==> src/rtl/core/bmhpq_pkg.sv <==
package bmhpq_pkg;

    localparam int DEPTH   = 4096;
    localparam int ADDR_W  = $clog2(DEPTH);
    localparam int CNT_W   = $clog2(DEPTH + 1);
    localparam int CHILD_W = ADDR_W + 2;
    localparam int KEY_W   = 32;
    localparam int COUNT_W = 13;

    typedef logic signed [KEY_W-1:0] key_t;

    typedef enum logic {
        ACT_INSERT  = 1'b0,
        ACT_EXTRACT = 1'b1
    } action_t;

    typedef enum logic [1:0] {
        STATUS_OK    = 2'd0,
        STATUS_EMPTY = 2'd1,
        STATUS_FULL  = 2'd2
    } status_t;

    typedef enum logic [1:0] {
        PICK_BASE = 2'd0,
        PICK_A    = 2'd1,
        PICK_B    = 2'd2
    } pick_t;

    typedef enum logic [2:0] {
        ST_IDLE,
        ST_START,
        ST_SU_RD,
        ST_SU_CMP,
        ST_EX_LAST,
        ST_SD_RD,
        ST_SD_CMP,
        ST_DONE
    } state_t;

    typedef struct packed {
        action_t action;
        key_t    key;
    } cmd_t;

    typedef struct packed {
        status_t             status;
        key_t                value;
        logic [COUNT_W-1:0]  count;
    } rsp_t;

endpackage

==> src/rtl/core/bmhpq_sel.sv <==
module bmhpq_sel (
    input  bmhpq_pkg::key_t  base,
    input  bmhpq_pkg::key_t  cand_a,
    input  logic             a_vld,
    input  bmhpq_pkg::key_t  cand_b,
    input  logic             b_vld,
    output bmhpq_pkg::pick_t pick
);

    bmhpq_pkg::key_t win;

    // strict compares: equal keys keep the earlier pick
    always_comb
    begin
        pick = bmhpq_pkg::PICK_BASE;
        win  = base;
        if (a_vld && (win < cand_a))
        begin
            pick = bmhpq_pkg::PICK_A;
            win  = cand_a;
        end
        if (b_vld && (win < cand_b))
        begin
            pick = bmhpq_pkg::PICK_B;
        end
    end

endmodule

==> config.mk <==
export PLATFORM = sky130hd
export DESIGN_NAME = bmhpq_sel
export DESIGN_NICKNAME = d
export VERILOG_FILES = /design/src/rtl/core/bmhpq_pkg.sv /design/src/rtl/core/bmhpq_sel.sv
export SDC_FILE = /design/constraint.sdc
export NUM_CORES = 1
export LEC_CHECK = 0
export ABC_AREA = 1
export BUFFER_PORTS_ARGS = -buffer_cell sky130_fd_sc_hd__buf_4
export CORE_MARGIN = 3
export CORE_UTILIZATION = 44
export DETAILED_ROUTE_END_ITERATION = 16
export GPL_TIMING_DRIVEN = 0
export MAX_ROUTING_LAYER = met4
export PLACE_DENSITY_LB_ADDON = 0.12
export SLEW_MARGIN = 20
export SYNTH_ARGS = -nofsm -noshare
export SYNTH_HDL_FRONTEND = slang
export SYNTH_SLANG_ARGS = --single-unit
==> constraint.sdc <==
create_clock -name vclk -period 2.7
set_input_delay 0.135 -clock vclk [all_inputs]
set_output_delay 0.135 -clock vclk [all_outputs]
set_load 0.005 [all_outputs]
==> results.md, run 1 <==
* Status: complete, but fails checks
* Failing checks: setup timing
* Routed wire per std cell at about 13 um
* Critical path's slowest cell: a211oi_4
* Initial Utilization at between 40% and 50%
* Top Metal Used: met4
* Crit path arrival time at roughly 3.3 ns
* # diodes at 0
* FF/Latch Area at 0 um^2
* Worst hold path type: primary input to output pin
* Maximum fanout along the worst path at 10
* Antenna viol nets, final at 0
* Seq_cells at 0
* Synth cell types at 19
* GP Congestion at 0.8013
* WP data required at 2.57 ns
* Core Area at roughly 4200 um^2
* Most frequent cells in the layout: buf_4, nand2_1, inv_1
* Syn Std Cell Area at ~2000 um^2
* Register share of total power at 0%
* Final HPWL DP at 4.942 mm
* Full die area at between 5000 and 6000 um^2
* Clock share of power at 0%
* Mean Syn Cell Area at 5.899 um^2
* Worst Setup Path Type: primary input to output pin
* First-pass GRT wire length at about 9.7 mm
* DR WL met2 at roughly 3.2 mm
* Setup TNS at -1.388 ns
* Final nets at around 610
* Ys Warns at 0
* Worst VDD drop at about 0.00010 V
* CLK BUF at 0
* F_max at around 290 MHz
* Routed wire length at 6.375 mm
* Cells along the critical path: buf_4, inv_2, ha_4, a21oi_2, o21ai_1, nand2_1, nand3_1, a21oi_2, nand2_2, nand2_2, nand3_4, buf_6, buf_8, o21ai_4, ha_4, buf_4, a21oi_1, o21ai_1, a211oi_4, nand3_2, nand2_2, nor2_4, nor2_2, buf_4
* Worst hold slack at approximately 0.63 ns
* Die Wd at about 73 um
* IO Pins at 100
* PD cells at roughly 210 nW/um^2
* Synth Instances at around 340
* Logic pwr share at 100.0%
* Final Critical Period at between 3 and 4 ns
* Type of destination of the critical path: output pin
* Unrepaired setup endpoints after global routing: yes
* Static Leak at roughly 1.9 nW
* Most common cell after layout, fill and taps aside: buf_4
* Sw Share at around half
* DRC at 0
* Max Cap Viol at 0
* Final Max Slew Viols at 0
* 1st-pass router iterations at 4
* Share of layout cells above drive strength 1 at 47.11%
* Slew headroom at 79.04%
* CTS Hold Bufs at 0
* Switching power at around 0.37 mW
* Post-synth net total at between 400 and 500
* Largest net degree at the start of global routing at 11
* GRT overflow at 0
* # port buffers at 100
* Final Hold Vio Count at 0
* Area Overhead vs Synth at 75.69%
* Initial drt markers at about 130
* GRT Total Usage at ~22%
* Register area share after synthesis at 0%
* Standard-cell row count at 23
* Type of origin of the critical path: primary input
* Worst setup margin at -0.7161 ns
* Worst slew pin tran at about 0.31 ns
* Die H at ~73 um
* Vias in the first global route at 2,474
* Pint at between 0.3 and 0.4 mW
* Via count at about 2,600
* Metal3 WL at 504 um
* Metal-1 WL at roughly 2.6 mm
* Fin crit share at 126.5%
* Final setup viols at 2
* Initial antenna violation count at 0
* Slowest stage delay, CP at roughly 0.35 ns
* Vias per inst at approximately 5
critical path, delay by kind of cell:
| family | cells | cell delay (ns) |
|---|---|---|
| AND/OR/NAND/NOR | 9 | 0.79 |
| adder cells (fa/ha/maj) | 2 | 0.43 |
| AO/OA/AOI/OAI | 7 | 1.20 |
| buffers and inverters | 6 | 0.74 |
synthesized netlist by cell type (3+ instances only):
| master | number | area [um^2] |
|---|---|---|
| nand2_1 | 82 | 307.8 |
| nor3_1 | 3 | 15.01 |
| nor2_2 | 3 | 18.77 |
| o21ai_0 | 39 | 195.2 |
| nor2_1 | 11 | 41.29 |
| nand2_2 | 5 | 31.28 |
| nand4_1 | 4 | 25.02 |
| a21oi_1 | 28 | 140.1 |
| nand3_1 | 5 | 25.02 |
| ha_1 | 62 | 775.7 |
| inv_1 | 77 | 289.0 |
| clkbuf_1 | 6 | 22.52 |
per-stage QoR:
step	total power, mW	util (%)	std cells	cell area (um^2)	worst slack [ns]
detailed placement	0.5848	74.51	486	3109	-0.7355
global route	0.8281	83.45	500	3482	-0.8900
CTS	0.6418	78.20	497	3263	-0.5873
floorplan	0.3634	-	336	2296	-0.07632
finish	0.7396	83.45	500	3482	-0.7161
global placement	0.5648	74.51	486	3109	-0.7313
cell type report:
type	count	area, um^2
inverter	77	309.0
fill	286	690.7
multi-input combinational	253	2141
tap	50	62.56
buffer	5	83.83
timing repair buffer	115	885.9
path summary, 6_finish.rpt:
kind / from / depth (start not counted) / end
worst min-delay path: b_vld / 4 / pick[1]
worst max-delay path: cand_a[17] / 24 / pick[0]
cells by family (layout without fill, tap and decap cells):
group / count (synthesis) / after routing / synth area share (%)
compound gates: 74 / 74 / 19.51
buf+inv: 83 / 197 / 15.72
simple gates: 117 / 117 / 25.63
fa+ha+maj: 62 / 62 / 39.14
power by group through the flow:
stage | sequential [mW] | clock (mW) | combinational, mW
5_1_grt | 0 | 0 | 0.828
6_report | 0 | 0 | 0.740
3_3_place_gp | 0 | 0 | 0.565
2_1_floorplan | 0 | 0 | 0.363
3_5_place_dp | 0 | 0 | 0.585
4_1_cts | 0 | 0 | 0.642
layer usage:
metal,global-route usage (%),vias up
met2,40.71,97
met1,26.14,1147
met5,-,-
met3,2.893,6
met4,2.459,0
li1,-,1323
repair_timing:
item                       in CTS  in global routing
setup endpoints to repair       2                  2
pin swaps                      21                 35
buffers inserted               11                  4
resized for setup              25                 52
No activity file was read; power rests on OpenSTA's default activity.
==> run 2: changes to the inputs <==
- MAX_ROUTING_LAYER: met4 -> unset
==> results.md, run 2 (synthesized netlist as in run 1, its figures left out) <==
* Status: complete, but fails checks
* Failing checks: setup timing
* Largest net degree at the start of global routing at 11
* Initial antenna violation count at 0
* Die Wd at approximately 73 um
* Cells along the critical path: buf_4, inv_2, ha_4, a21oi_2, o21ai_1, nand2_1, nand3_1, a21oi_2, nand2_2, nand2_2, nand3_4, buf_6, buf_8, o21ai_4, ha_4, buf_4, a21oi_1, o21ai_1, a211oi_4, nand3_2, nand2_2, nor2_4, nor2_2, buf_4
* Final setup viols at 2
* Worst slew pin tran at 0.3124 ns
* Crit path arrival time at roughly 3.3 ns
* Type of origin of the critical path: primary input
* Initial Utilization at 47.50%
* Vias per inst at around 5.1
* Setup TNS at -1.388 ns
* Antenna viol nets, final at 0
* Final Hold Vio Count at 0
* Full die area at 5346 um^2
* 1st-pass router iterations at 4
* Most frequent cells in the layout: buf_4, nand2_1, inv_1
* # diodes at 0
* Initial drt markers at between 100 and 150
* Area Overhead vs Synth at 75.69%
* CTS Hold Bufs at 0
* Unrepaired setup endpoints after global routing: yes
* IO Pins at 100
* Core Area at approximately 4200 um^2
* PD cells at roughly 210 nW/um^2
* # port buffers at 100
* Worst hold path type: primary input to output pin
* Fin crit share at 126.5%
* Slowest stage delay, CP at roughly 0.35 ns
* Worst VDD drop at around 0.00010 V
* First-pass GRT wire length at slightly below 10 mm
* Final HPWL DP at a little under 5 mm
* Max Cap Viol at 0
* Final nets at 612
* Seq_cells at 0
* Via count at roughly 2,600
* Critical path's slowest cell: a211oi_4
* GP Congestion at 0.7902
* GRT Total Usage at between 20% and 30%
* Routed wire length at roughly 6.4 mm
* Final Max Slew Viols at 0
* GRT overflow at 0
* Type of destination of the critical path: output pin
* Maximum fanout along the worst path at 10
* Final Critical Period at approximately 3.4 ns
* WP data required at approximately 2.6 ns
* Worst setup margin at -0.7160 ns
* Standard-cell row count at 23
* Share of layout cells above drive strength 1 at 47.11%
* Routed wire per std cell at roughly 13 um
* Worst Setup Path Type: primary input to output pin
* Static Leak at between 1.5 and 2 nW
* FILL cells at between 200 and 300
* F_max at just under 300 MHz
* Slew headroom at about 80%
* DRC at 0
* Most common cell after layout, fill and taps aside: buf_4
* CLK BUF at 0
* FF/Latch Area at 0 um^2
* Die H at 73.12 um
* Vias in the first global route at about 2,500
* Final Power at approximately 0.74 mW
==> run 2: per-stage QoR <==
stage	instances	hold WS [ns]	instance area [um^2]	util [%]	setup WS, ns
after global placement	486	0.6154	3109	74.51	-0.7313
after CTS	497	0.6200	3263	78.20	-0.5873
after floorplan	336	0.3697	2296	-	-0.07632
final	500	0.6252	3482	83.45	-0.7160
after global routing	500	0.6314	3482	83.45	-0.8900
after detailed placement	486	0.6206	3109	74.51	-0.7355
==> run 2: timing repair <==
item / in CTS / in global routing
hold endpoints to repair: 0 / 0
pin swaps: 21 / 35
setup buffers: 11 / 4
setup endpoints to repair: 2 / 2
gates resized for setup: 25 / 52
==> run 2: layout make-up <==
class / instances / area (um^2) / share of cell area [%]
tap: 50 / 62.56 / 1.797
buffer: 5 / 83.83 / 2.407
multi-input combinational: 253 / 2141 / 61.48
timing repair buffer: 115 / 885.9 / 25.44
inverter: 77 / 309.0 / 8.875
==> run 2: worst paths after layout <==
path                  slack, ns  depth (start not counted)      end        from
worst max-delay path      -0.72                         24  pick[0]  cand_a[17]
worst min-delay path       0.63                          4  pick[1]       b_vld
==> run 2: layer usage <==
layer | track usage, % | vias to the layer above | wire (um)
met4 | 2.459 | 0 | 47
met1 | 26.06 | 1147 | 2617
li1 | - | 1323 | -
met5 | 0 | - | 0
met2 | 40.71 | 97 | 3200
met3 | 3.030 | 6 | 510
==> run 2: where the power goes <==
| group | leakage [nW] | switching [mW] | internal, mW | total (mW) |
|---|---|---|---|---|
| logic | 1.90 | 0.369 | 0.371 | 0.740 |
| clock network | 0 | 0 | 0 | 0 |
| registers | 0 | 0 | 0 | 0 |
==> run 2: critical path, delay by kind of cell <==
kind | cells | cell delay (ns)
buffers and inverters | 6 | 0.74
AND/OR/NAND/NOR | 9 | 0.79
AO/OA/AOI/OAI | 7 | 1.20
adder cells (fa/ha/maj) | 2 | 0.43
